## config.mk

```make
export PLATFORM = sky130hd
export DESIGN_NAME = c2dzb_fifo
export DESIGN_NICKNAME = d
export VERILOG_FILES = /design/src/rtl/c2dzb_pkg.sv /design/src/rtl/c2dzb_fifo.sv
export SDC_FILE = /design/constraint.sdc
export NUM_CORES = 1
export LEC_CHECK = 0
export BUFFER_PORTS_ARGS = -buffer_cell sky130_fd_sc_hd__buf_4
export CAP_MARGIN = 5
export CORE_MARGIN = 1.5
export CORE_UTILIZATION = 32
export CTS_CLUSTER_SIZE = 12
export DETAILED_ROUTE_END_ITERATION = 12
export PLACE_DENSITY = 0.53
export RECOVER_POWER = 50
export SLEW_MARGIN = 20
export SYNTH_ARGS = -nofsm -noshare
export SYNTH_HDL_FRONTEND = slang
export SYNTH_SLANG_ARGS = --single-unit
```

## constraint.sdc

```tcl
create_clock -name clk -period 6.4 [get_ports clk]
set_input_delay 1.28 -clock clk [delete_from_list [all_inputs] [get_ports clk]]
set_output_delay 1.28 -clock clk [all_outputs]
set_load 0.03 [all_outputs]
```

## src/rtl/c2dzb_pkg.sv

```systemverilog
package c2dzb_pkg;

	localparam int MAX_ROWS   = 64;
	localparam int MAX_COLS   = 64;
	localparam int MAX_KERNEL = 7;

	localparam int ROW_W  = 6;
	localparam int COL_W  = 6;
	localparam int VAL_W  = 16;
	localparam int DIM_W  = 7;
	localparam int KDIM_W = 3;
	localparam int PROD_W = 2 * VAL_W;
	localparam int SUM_W  = 37;
	localparam int ST_W   = 2;
	localparam int OP_W   = 2;
	localparam int CFG_IDX_W = 2;

	localparam int IMG_DEPTH = MAX_ROWS * MAX_COLS;
	localparam int IMG_AW    = $clog2(IMG_DEPTH);
	localparam int KER_DEPTH = MAX_KERNEL * MAX_KERNEL;
	localparam int KER_AW    = $clog2(KER_DEPTH);

	localparam int IN_DATA_W  = 32;
	localparam int OUT_DATA_W = 40;

	localparam int FIFO_DEPTH = 4;
	localparam int FIFO_AW    = $clog2(FIFO_DEPTH);
	localparam int FIFO_CW    = $clog2(FIFO_DEPTH + 1);

	localparam logic [OP_W-1:0] OP_LOAD_KERNEL = 2'd0;
	localparam logic [OP_W-1:0] OP_LOAD_IMAGE  = 2'd1;
	localparam logic [OP_W-1:0] OP_QUERY       = 2'd2;

	localparam logic [ST_W-1:0] ST_INTERIOR = 2'd0;
	localparam logic [ST_W-1:0] ST_BORDER   = 2'd1;
	localparam logic [ST_W-1:0] ST_BAD_KER  = 2'd2;
	localparam logic [ST_W-1:0] ST_OUTSIDE  = 2'd3;

	localparam logic [CFG_IDX_W-1:0] CFG_IMAGE_ROWS  = 2'd0;
	localparam logic [CFG_IDX_W-1:0] CFG_IMAGE_COLS  = 2'd1;
	localparam logic [CFG_IDX_W-1:0] CFG_KERNEL_ROWS = 2'd2;
	localparam logic [CFG_IDX_W-1:0] CFG_KERNEL_COLS = 2'd3;

	typedef enum logic [1:0] {
		CMD_LOAD_KER,
		CMD_LOAD_IMG,
		CMD_QUERY
	} cmd_kind_t;

	// For a query, row and col hold the top left corner of the window.
	typedef struct packed {
		cmd_kind_t         kind;
		logic [ROW_W-1:0]  row;
		logic [COL_W-1:0]  col;
		logic [VAL_W-1:0]  value;
		logic [ST_W-1:0]   status;
		logic [KDIM_W-1:0] krows;
		logic [KDIM_W-1:0] kcols;
	} cmd_t;

endpackage

```

## src/rtl/c2dzb_fifo.sv

```systemverilog
module c2dzb_fifo import c2dzb_pkg::*; (
	input  logic clk,
	input  logic arst_n,
	input  logic push_valid,
	output logic push_ready,
	input  cmd_t push_cmd,
	output logic pop_valid,
	input  logic pop_ready,
	output cmd_t pop_cmd
);

	cmd_t               entry_q [FIFO_DEPTH];
	logic [FIFO_AW-1:0] wptr_q;
	logic [FIFO_AW-1:0] rptr_q;
	logic [FIFO_CW-1:0] count_q;
	logic               do_push;
	logic               do_pop;

	assign push_ready = (count_q != FIFO_CW'(FIFO_DEPTH));
	assign pop_valid  = (count_q != '0);
	assign pop_cmd    = entry_q[rptr_q];
	assign do_push    = push_valid && push_ready;
	assign do_pop     = pop_valid && pop_ready;

	always_ff @(posedge clk) begin
		if (do_push) begin
			entry_q[wptr_q] <= push_cmd;
		end
	end

	always_ff @(posedge clk or negedge arst_n) begin
		if (!arst_n) begin
			wptr_q  <= '0;
			rptr_q  <= '0;
			count_q <= '0;
		end else begin
			if (do_push) begin
				wptr_q <= (wptr_q == FIFO_AW'(FIFO_DEPTH - 1)) ? '0 : wptr_q + 1'b1;
			end
			if (do_pop) begin
				rptr_q <= (rptr_q == FIFO_AW'(FIFO_DEPTH - 1)) ? '0 : rptr_q + 1'b1;
			end
			if (do_push && !do_pop) begin
				count_q <= count_q + 1'b1;
			end else if (do_pop && !do_push) begin
				count_q <= count_q - 1'b1;
			end
		end
	end

endmodule

```

==> out/results.ini <==
[hold_path]
holdPathEnd=count_q[2]
hp-start=count_q[2]
worst_hold_path_type=reg2reg
min_path_cells=1

[drt]
ant_nets=0
drtIter0Drc=107
vias_per_cell=4.68
routed-via-count=2675
routedWlPerCell_um=18.8
drc=0
wirelength_um=10700
first_pass_iters=4

[sta]
relSlewSlack_pct=30.9
setup_ws_ps=2870
fin_worst_skew_ps=15.2
final_hold_viol_count=0
rsz0062_at_grt=false
maxSlewViolCount=0
period_share_pct=55.1
setup-violations-final=0
fin_tns_setup_ps=0
max_freq_mhz=284
tightest_slew_ps=1040
post-route-min-period_ps=3530

[clocking]
clock-sinks=159
numCtsBuffers=17
holdBufCountCts=0
clkLatencyLatePin_ps=430
cts.path.max_buffers=2
clk_pin_slew_worst_paths_ps=60
cts_tree=done
cts_htree_levels=4
post_cts.repair.setup_buffers=0
ctsResizeCount=0
clock-root-buffer=clkbuf_16

[placement]
place_ws_ps=3250
hpwl_um=6270
portBuffers=81
gp_congestion=0.620

[layout]
multi_input_area_mm2=0.00110
fill_cells=1668
final_core_util_pct=40.3
register_area_mm2=0.00475
diodes=0
drive_gt1_share_pct=35.3
nets=379
syn_to_final_growth_pct=22.7

[floorplanning]
io_pins=82
num_rows=49
core_area_mm2=0.0180
die_x_um=139
start_util_pct=32.8
dieArea_mm2=0.0193
die_h_um=139

[critical_path]
required_ps=5120
r2r_cells=8
r2r-end=count_q[2]
cp.depth=2
crit_arrival_ps=2250
path_class=reg2out
critPathSlowestCell=dfrtp_4
crit_family=flip-flops
crit_start=rptr_q[0]
crit_buf_inv=1
max_stage_delay_ps=990
rrSetupSlack_ps=4080
worstPathCellList=mux4_2 > buf_4
setup.worst_path.start_class=register
setup.worst_path.end_class=output pin
crit_path_max_fanout=41
regToRegStartpoint=count_q[1]

[run]
maxCapViolations=0

[synth]
synthTopCellsByArea=edfxtp_1 77%, mux4_2 14%, dfrtp_1 3.0%
synth_compound_area_share_pct=0
synth_mux_area_share_pct=15.5
yosys.area_share.adder_pct=1.61
yosysWarningCount=0
yosysSeqAreaShare_pct=80.1
syn_avg_cell_area_um2=25.2
synth-xor-area-share_pct=0.444
synth_top_family_by_area=multiplexers
netlist_area_mm2=0.00592
ys_seq_elements=159
synth-simple-area-share_pct=1.23
yosys.area.top_type=edfxtp_1
synthDistinctLibCells=19
syn_nets=284
synth_top_area_share_pct=77.2
synthCells=235

[global_routing]
first_global_vias=3001
grt_max_degree=42
grt_pass1_wl_um=16900
grt_use_total_pct=11.9
antenna_found_initial=0
gr-total-overflow=0

[power]
power.density_mw_per_mm2=523
leakagePower_uw=0.00241
ir_drop_v=0.000224

[status]
status=complete, no violations

-- how the worst max path moves through the flow --
stage	slack, ps	end
2_1_floorplan	3800	pop_cmd[0]
3_3_place_gp	3230	pop_cmd[10]
3_5_place_dp	3250	pop_cmd[10]
4_1_cts	2790	pop_cmd[10]
5_1_grt	2720	pop_cmd[32]
6_report	2870	pop_cmd[31]
-- worst reg2reg max path: stages (launching register included) --
cell and delay [ps]:
dfrtp_1 420, or3_2 520, nand2_1 190, ha_1 210
inv_1 60, fa_1 370, xor2_1 170, nor2_1 110
xor2_1 190
-- flip-flops by register name, summed over array words and instances (netlist names) --
register,count
entry_q,152
wptr_q,2
count_q,3
rptr_q,2
-- placed cells by master, fill, tap and decap left out, drive strengths merged --
cell        n
or3b        1
nand2       1
clkinvlp    3
ha          6
edfxtp    152
bufinv      4
xor2        2
clkbuf     59
mux2        5
mux4       38
fa          1
inv         5
dfrtp       7
nor2        3
and3        4
xnor2       1
or3         1
clkinv      4
and2        1
buf        45
-- area by class of cell --
class                   count  area share [%]
inverters                   3           0.155
flip-flops and latches    159            65.4
multi-input cells          64            15.2
repair buffers             85            6.72
clock buffers              19            5.96
clock inverters            13            2.59
well taps                 229            3.95
-- metrics by stage --
stage	total power, uW	hold WS [ps]	instances	instance area, um^2
after floorplan	2360	447	235	5920
after global placement	2800	462	540	6790
after detailed placement	2820	486	540	6790
after CTS	3880	492	572	7410
after global routing	3970	523	572	7260
final	3790	492	572	7260
-- where the power goes --
group | switching [uW] | internal, uW | total (uW)
Sequential | 191 | 1380 | 1570
Combinational | 644 | 524 | 1170
Clock | 398 | 655 | 1050
-- kinds of logic (layout without fill, tap and decap cells) --
| family | count (synthesis) | count (layout) |
|---|---|---|
| mux | 43 | 43 |
| flops | 159 | 159 |
| simple gates | 11 | 11 |
| buf+inv | 12 | 120 |
| xor+xnor | 3 | 3 |
| fa+ha+maj | 7 | 7 |
-- cell usage after synthesis (all sizes together) --
cell and count:
dfrtp 7, mux4 38, and2 1, ha 6, mux2 5, fa 1, nor2 3, buf 6
or3 1, xnor2 1, edfxtp 152, and3 4, or3b 1, xor2 2, nand2 1, clkbuf 3
inv 3
-- per-layer routing --
| metal | track usage, % | vias to the layer above | share of wire (%) | routed length (um) |
|---|---|---|---|---|
| met1 | 14.7 | 1409 | 44 | 4730 |
| met5 | 0 | - | 0 | 0 |
| met2 | 19.2 | 70 | 49 | 5310 |
| met3 | 4.49 | 11 | 5.1 | 552 |
| li1 | - | 1185 | - | - |
| met4 | 4.44 | 0 | 1.2 | 134 |
Power figures use the tool's default switching activity.
