$ cat src/rtl/c2dzb_pkg.sv
package c2dzb_pkg;

	localparam int MAX_ROWS   = 64;
	localparam int MAX_COLS   = 64;
	localparam int MAX_KERNEL = 7;

	localparam int ROW_W  = 6;
	localparam int COL_W  = 6;
	localparam int VAL_W  = 16;
	localparam int DIM_W  = 7;
	localparam int KDIM_W = 3;
	localparam int PROD_W = 2 * VAL_W;
	localparam int SUM_W  = 37;
	localparam int ST_W   = 2;
	localparam int OP_W   = 2;
	localparam int CFG_IDX_W = 2;

	localparam int IMG_DEPTH = MAX_ROWS * MAX_COLS;
	localparam int IMG_AW    = $clog2(IMG_DEPTH);
	localparam int KER_DEPTH = MAX_KERNEL * MAX_KERNEL;
	localparam int KER_AW    = $clog2(KER_DEPTH);

	localparam int IN_DATA_W  = 32;
	localparam int OUT_DATA_W = 40;

	localparam int FIFO_DEPTH = 4;
	localparam int FIFO_AW    = $clog2(FIFO_DEPTH);
	localparam int FIFO_CW    = $clog2(FIFO_DEPTH + 1);

	localparam logic [OP_W-1:0] OP_LOAD_KERNEL = 2'd0;
	localparam logic [OP_W-1:0] OP_LOAD_IMAGE  = 2'd1;
	localparam logic [OP_W-1:0] OP_QUERY       = 2'd2;

	localparam logic [ST_W-1:0] ST_INTERIOR = 2'd0;
	localparam logic [ST_W-1:0] ST_BORDER   = 2'd1;
	localparam logic [ST_W-1:0] ST_BAD_KER  = 2'd2;
	localparam logic [ST_W-1:0] ST_OUTSIDE  = 2'd3;

	localparam logic [CFG_IDX_W-1:0] CFG_IMAGE_ROWS  = 2'd0;
	localparam logic [CFG_IDX_W-1:0] CFG_IMAGE_COLS  = 2'd1;
	localparam logic [CFG_IDX_W-1:0] CFG_KERNEL_ROWS = 2'd2;
	localparam logic [CFG_IDX_W-1:0] CFG_KERNEL_COLS = 2'd3;

	typedef enum logic [1:0] {
		CMD_LOAD_KER,
		CMD_LOAD_IMG,
		CMD_QUERY
	} cmd_kind_t;

	// For a query, row and col hold the top left corner of the window.
	typedef struct packed {
		cmd_kind_t         kind;
		logic [ROW_W-1:0]  row;
		logic [COL_W-1:0]  col;
		logic [VAL_W-1:0]  value;
		logic [ST_W-1:0]   status;
		logic [KDIM_W-1:0] krows;
		logic [KDIM_W-1:0] kcols;
	} cmd_t;

endpackage

$ cat src/rtl/c2dzb_front.sv
module c2dzb_front import c2dzb_pkg::*; (
	input  logic                  clk,
	input  logic                  arst_n,
	input  logic                  s_tvalid,
	output logic                  s_tready,
	input  logic [IN_DATA_W-1:0]  s_tdata,   // row[5:0], col[11:6], value[27:12], zeros
	input  logic [OP_W-1:0]       s_tuser,   // operation
	input  logic                  cfg_we,
	input  logic [CFG_IDX_W-1:0]  cfg_index,
	input  logic [DIM_W-1:0]      cfg_data,
	output logic                  push_valid,
	input  logic                  push_ready,
	output cmd_t                  push_cmd
);

	logic [DIM_W-1:0]  img_rows_q;
	logic [DIM_W-1:0]  img_cols_q;
	logic [KDIM_W-1:0] ker_rows_q;
	logic [KDIM_W-1:0] ker_cols_q;

	logic              item_v_q;
	logic [OP_W-1:0]   op_q;
	logic [ROW_W-1:0]  row_q;
	logic [COL_W-1:0]  col_q;
	logic [VAL_W-1:0]  val_q;

	logic [DIM_W-1:0]  rows_eff;
	logic [DIM_W-1:0]  cols_eff;
	logic [DIM_W-1:0]  kr7;
	logic [DIM_W-1:0]  kc7;
	logic [DIM_W-1:0]  hr7;
	logic [DIM_W-1:0]  hc7;
	logic [DIM_W-1:0]  r7;
	logic [DIM_W-1:0]  c7;
	logic              bad_kernel;
	logic              outside;
	logic              border;
	logic              keep;
	logic              consume;

	always_ff @(posedge clk or negedge arst_n) begin
		if (!arst_n) begin
			img_rows_q <= DIM_W'(64);
			img_cols_q <= DIM_W'(64);
			ker_rows_q <= KDIM_W'(3);
			ker_cols_q <= KDIM_W'(3);
		end else if (cfg_we) begin
			unique case (cfg_index)
				CFG_IMAGE_ROWS:  img_rows_q <= cfg_data;
				CFG_IMAGE_COLS:  img_cols_q <= cfg_data;
				CFG_KERNEL_ROWS: ker_rows_q <= cfg_data[KDIM_W-1:0];
				CFG_KERNEL_COLS: ker_cols_q <= cfg_data[KDIM_W-1:0];
				default: ;
			endcase
		end
	end

	assign s_tready = !item_v_q || consume;

	always_ff @(posedge clk or negedge arst_n) begin
		if (!arst_n) begin
			item_v_q <= 1'b0;
		end else if (s_tready) begin
			item_v_q <= s_tvalid;
		end
	end

	always_ff @(posedge clk) begin
		if (s_tvalid && s_tready) begin
			op_q  <= s_tuser;
			row_q <= s_tdata[ROW_W-1:0];
			col_q <= s_tdata[ROW_W+COL_W-1:ROW_W];
			val_q <= s_tdata[ROW_W+COL_W+VAL_W-1:ROW_W+COL_W];
		end
	end

	always_comb begin
		rows_eff = (img_rows_q > DIM_W'(MAX_ROWS)) ? DIM_W'(MAX_ROWS) : img_rows_q;
		cols_eff = (img_cols_q > DIM_W'(MAX_COLS)) ? DIM_W'(MAX_COLS) : img_cols_q;
		kr7 = DIM_W'(ker_rows_q);
		kc7 = DIM_W'(ker_cols_q);
		hr7 = DIM_W'((ker_rows_q - 1'b1) >> 1);
		hc7 = DIM_W'((ker_cols_q - 1'b1) >> 1);
		r7  = DIM_W'(row_q);
		c7  = DIM_W'(col_q);

		bad_kernel = !ker_rows_q[0] || (kr7 > DIM_W'(MAX_KERNEL)) || (kr7 > rows_eff) ||
			!ker_cols_q[0] || (kc7 > DIM_W'(MAX_KERNEL)) || (kc7 > cols_eff);
		outside = (r7 >= rows_eff) || (c7 >= cols_eff);
		border  = (r7 < hr7) || (r7 + hr7 >= rows_eff) ||
			(c7 < hc7) || (c7 + hc7 >= cols_eff);

		push_cmd.kind   = CMD_QUERY;
		push_cmd.row    = row_q;
		push_cmd.col    = col_q;
		push_cmd.value  = val_q;
		push_cmd.status = ST_INTERIOR;
		push_cmd.krows  = ker_rows_q;
		push_cmd.kcols  = ker_cols_q;
		keep = 1'b0;

		priority if (op_q == OP_LOAD_KERNEL) begin
			push_cmd.kind = CMD_LOAD_KER;
			keep = (r7 < DIM_W'(MAX_KERNEL)) && (c7 < DIM_W'(MAX_KERNEL));
		end else if (op_q == OP_LOAD_IMAGE) begin
			push_cmd.kind = CMD_LOAD_IMG;
			keep = (r7 < DIM_W'(MAX_ROWS)) && (c7 < DIM_W'(MAX_COLS));
		end else if (op_q == OP_QUERY) begin
			keep = 1'b1;
			push_cmd.row = row_q - ROW_W'(hr7);
			push_cmd.col = col_q - COL_W'(hc7);
			priority if (bad_kernel) begin
				push_cmd.status = ST_BAD_KER;
			end else if (outside) begin
				push_cmd.status = ST_OUTSIDE;
			end else if (border) begin
				push_cmd.status = ST_BORDER;
			end else begin
				push_cmd.status = ST_INTERIOR;
			end
		end else begin
			keep = 1'b0;
		end
	end

	assign push_valid = item_v_q && keep;
	assign consume    = item_v_q && (!keep || push_ready);

endmodule

$ cat config.mk
export PLATFORM = sky130hd
export DESIGN_NAME = c2dzb_front
export DESIGN_NICKNAME = d
export VERILOG_FILES = /design/src/rtl/c2dzb_pkg.sv /design/src/rtl/c2dzb_front.sv
export SDC_FILE = /design/constraint.sdc
export NUM_CORES = 1
export LEC_CHECK = 0
export ABC_AREA = 1
export CORE_AREA = 2 2 76 96
export CTS_BUF_LIST = sky130_fd_sc_hd__clkbuf_4 sky130_fd_sc_hd__clkbuf_8
export DETAILED_ROUTE_END_ITERATION = 16
export DIE_AREA = 0 0 78 98
export DONT_BUFFER_PORTS = 1
export PLACE_DENSITY = 0.73
export SYNTH_ARGS = -nofsm -noshare
export SYNTH_HDL_FRONTEND = slang
export SYNTH_SLANG_ARGS = --single-unit
$ cat constraint.sdc
create_clock -name clk -period 8.9 [get_ports clk]
set_clock_uncertainty 0.15 [all_clocks]
set_input_delay 1.78 -clock clk [delete_from_list [all_inputs] [get_ports clk]]
set_output_delay 1.78 -clock clk [all_outputs]
set_load 0.03 [all_outputs]
==> metrics.txt <==
status=complete, no violations; final setup fails=0; Reg2Reg Setup Slack=6.00 ns; Synth Instances=459; Die X=78 um; Clock Path Buffers=2; kind of critical path=reg2out; initial antenna violation count=0; Critical Path End Type=output pin; detailed placement HPWL=6343 um; Post-synth EDFFs=30; syn_nets=572; register area share after synthesis=0.3687; I/O Pins=88; DR vias=2960; leak pwr=2.016 nW; fin nets=573; routed length per placed instance=14.51 um; Tmin final=5.936 ns; Critical Path AT=4.01 ns; sequential power share=0.361; clock tree from TritonCTS=yes; FF-to-FF Start=op_q[0]; DRC viols=0; vias in the first global route=3000; core area=6807 um^2; Min-Delay Path Class=reg2reg; Final Core Density=0.5989; Worst-Skew Late Latency=0.31 ns; Total GRT Usage=0.2213; grt met2 use=0.3879; Starting Density=0.5713; GR Layer Usage met3=0.03512; H-tree Lvls=2; CTS sink count=51; prevailing post-synth register cell=edfxtp_1; Commonest cells post-synth=nand2_1, inv_1, ha_1; 1st-pass router iterations=4; hold_buf cts=0; global route hottest layer=met2; met1 Resource Use GR=0.2778; row cnt=34; Clk pwr share=0.182; final wirelength=7995 um; ANT nets after route=0; R2R depth=6; FF-to-FF End=val_q[13]; die area=7644 um^2; final hold viol count=0; RSZ-0062 raised after global routing=no; PD cells=222.6 nW/um^2; Setup Fix Bufs, Post-CTS=0; Yosys reg bits=51; Critical Path Fanout Max=4; Worst-path clk slew=0.09 ns; DR vias/cell=5.372; Hold Crit Start=img_cols_q[3]; Sw Share=0.4175; post-synthesis cell area=3889 um^2; Yosys warnings=0; Root Buffer=clkbuf_8; Synth top area share=0.2317; # resized after CTS=0; RePlAce Congestion=0.8320; maximum VDD drop=148.9 uV; synth top area cells=edfxtp_1, ha_1, nand2_1; max_cap viols=0; Hold Path Sink=img_cols_q[3]; largest net degree at the start of global routing=31; P_int=0.0005287 W; crit path launch=ker_rows_q[0]; Crit path required time=6.97 ns; Worst setup SP type=flop; synth unique cells=37; Comb pwr share=0.457; first-pass GRT wire length=13610 um; layout cells sized above 1=0.05206; port buffer count=0; drt initial violations=112; Net Sw Power=0.0003789 W; Finished Cell Area=4076 um^2; Tcrit/Tclk final=0.6669; Die Y=98 um; area leader, netlist=edfxtp_1; Max Clock Freq=0.1685 GHz; fin. max-slew vios=0; CTS buffer count=5; Least-Margin Pin Slew=1.193 ns; Mapped Avg Cell Area=8.472 um^2; count leader, synth=nand2_1; Slew headroom=0.2036; Layout Area Growth over Synthesis=4.826%; placed instance area=3963 um^2; setup TNS=0 ns; Synth async-reset ratio=0.4118; n_diodes=0; grt ovf=0; WHS Path Cells=2
[power groups by stage]
| stage | sequential (W) | clock, W | combinational, W |
|---|---|---|---|
| after global placement | 0.000332 | 0 | 0.000393 |
| after CTS | 0.000328 | 0.000169 | 0.000416 |
| after floorplan | 0.000323 | 0 | 0.000344 |
| after global routing | 0.000331 | 0.000175 | 0.000483 |
| after detailed placement | 0.000332 | 0 | 0.000412 |
| final | 0.000328 | 0.000165 | 0.000415 |
[flip-flops by register name (all words and copies together) (netlist names)]
register / cells
ker_rows_q: 3
img_rows_q: 7
ker_cols_q: 3
img_cols_q: 7
val_q: 16
item_v_q: 1
row_q: 6
op_q: 2
col_q: 6
[cell type report]
class                      instances  area, um^2
inverter                          68       262.8
fill                             618        2730
tap                               90       112.6
clock inverter                     2       37.54
multi-input combinational        334        2153
sequential                        51        1434
clock buffer                       6       76.32
[through the flow]
| stage | hold WS (ns) | power (W) | setup WS (ns) | instances |
|---|---|---|---|---|
| CTS | 0.3699 | 0.0009133 | 2.953 | 551 |
| detailed placement | 0.3485 | 0.0007445 | 3.290 | 543 |
| finish | 0.3731 | 0.0009076 | 2.964 | 551 |
| floorplan | 0.3094 | 0.0006672 | 3.650 | 459 |
| global route | 0.3915 | 0.0009898 | 2.670 | 551 |
| global placement | 0.3447 | 0.0007253 | 3.346 | 543 |
[how the worst max path moves through the flow]
stage	endpoint	slack [ns]	cells past startpoint
2_1_floorplan	push_cmd[6]	3.65	20
3_3_place_gp	push_cmd[6]	3.35	20
3_5_place_dp	push_cmd[6]	3.29	20
4_1_cts	push_cmd[6]	2.95	20
5_1_grt	push_cmd[6]	2.67	20
6_report	push_cmd[6]	2.96	20
[metal layers]
| layer | share of wire | wire (um) |
|---|---|---|
| met2 | 0.51 | 4067 |
| met1 | 0.44 | 3487 |
| met4 | 0.016 | 130 |
| met5 | 0 | 0 |
| met3 | 0.039 | 310 |
[cells in the final DEF (no fill, tap or decap), types with 3 or more instances in the layout]
cell type  synthesis  layout
nand2_1          105     105
inv_1             65      65
ha_1              61      61
nor2_1            39      39
o21ai_0           32      32
nand3_1           30      30
edfxtp_1          30      30
a21oi_1           18      18
dfrtp_1           15      15
xor2_1             6       6
xnor2_1            6       6
dfstp_2            6       6
nand4_1            5       5
clkbuf_8           0       5
fa_1               4       4
nor3_1             3       3
nand3b_1           3       3
[critical path: stages (launching register included)]
cell and delay [ns]:
dfstp_2 0.67, inv_1 0.13, ha_1 0.23, xnor2_1 0.31
inv_1 0.14, fa_1 0.46, a21oi_1 0.17, nor2_1 0.05
nor2_1 0.15, nor2_1 0.07, nor2_1 0.09, o21bai_1 0.07
ha_1 0.29, nand2_1 0.05, inv_1 0.06, nand3_1 0.06
nor2_1 0.11, nor2_1 0.04, nand3_1 0.06, nor2_1 0.05
nor2_1 0.46
[cell families after synthesis]
kind of cell	after synthesis	synth area share
flops	51	0.3687
buf+inv	74	0.07754
fa+ha+maj	65	0.2169
compound gates	65	0.1033
xor+xnor	12	0.02703
simple gates	192	0.2066
(Power assumes the default switching activity.)
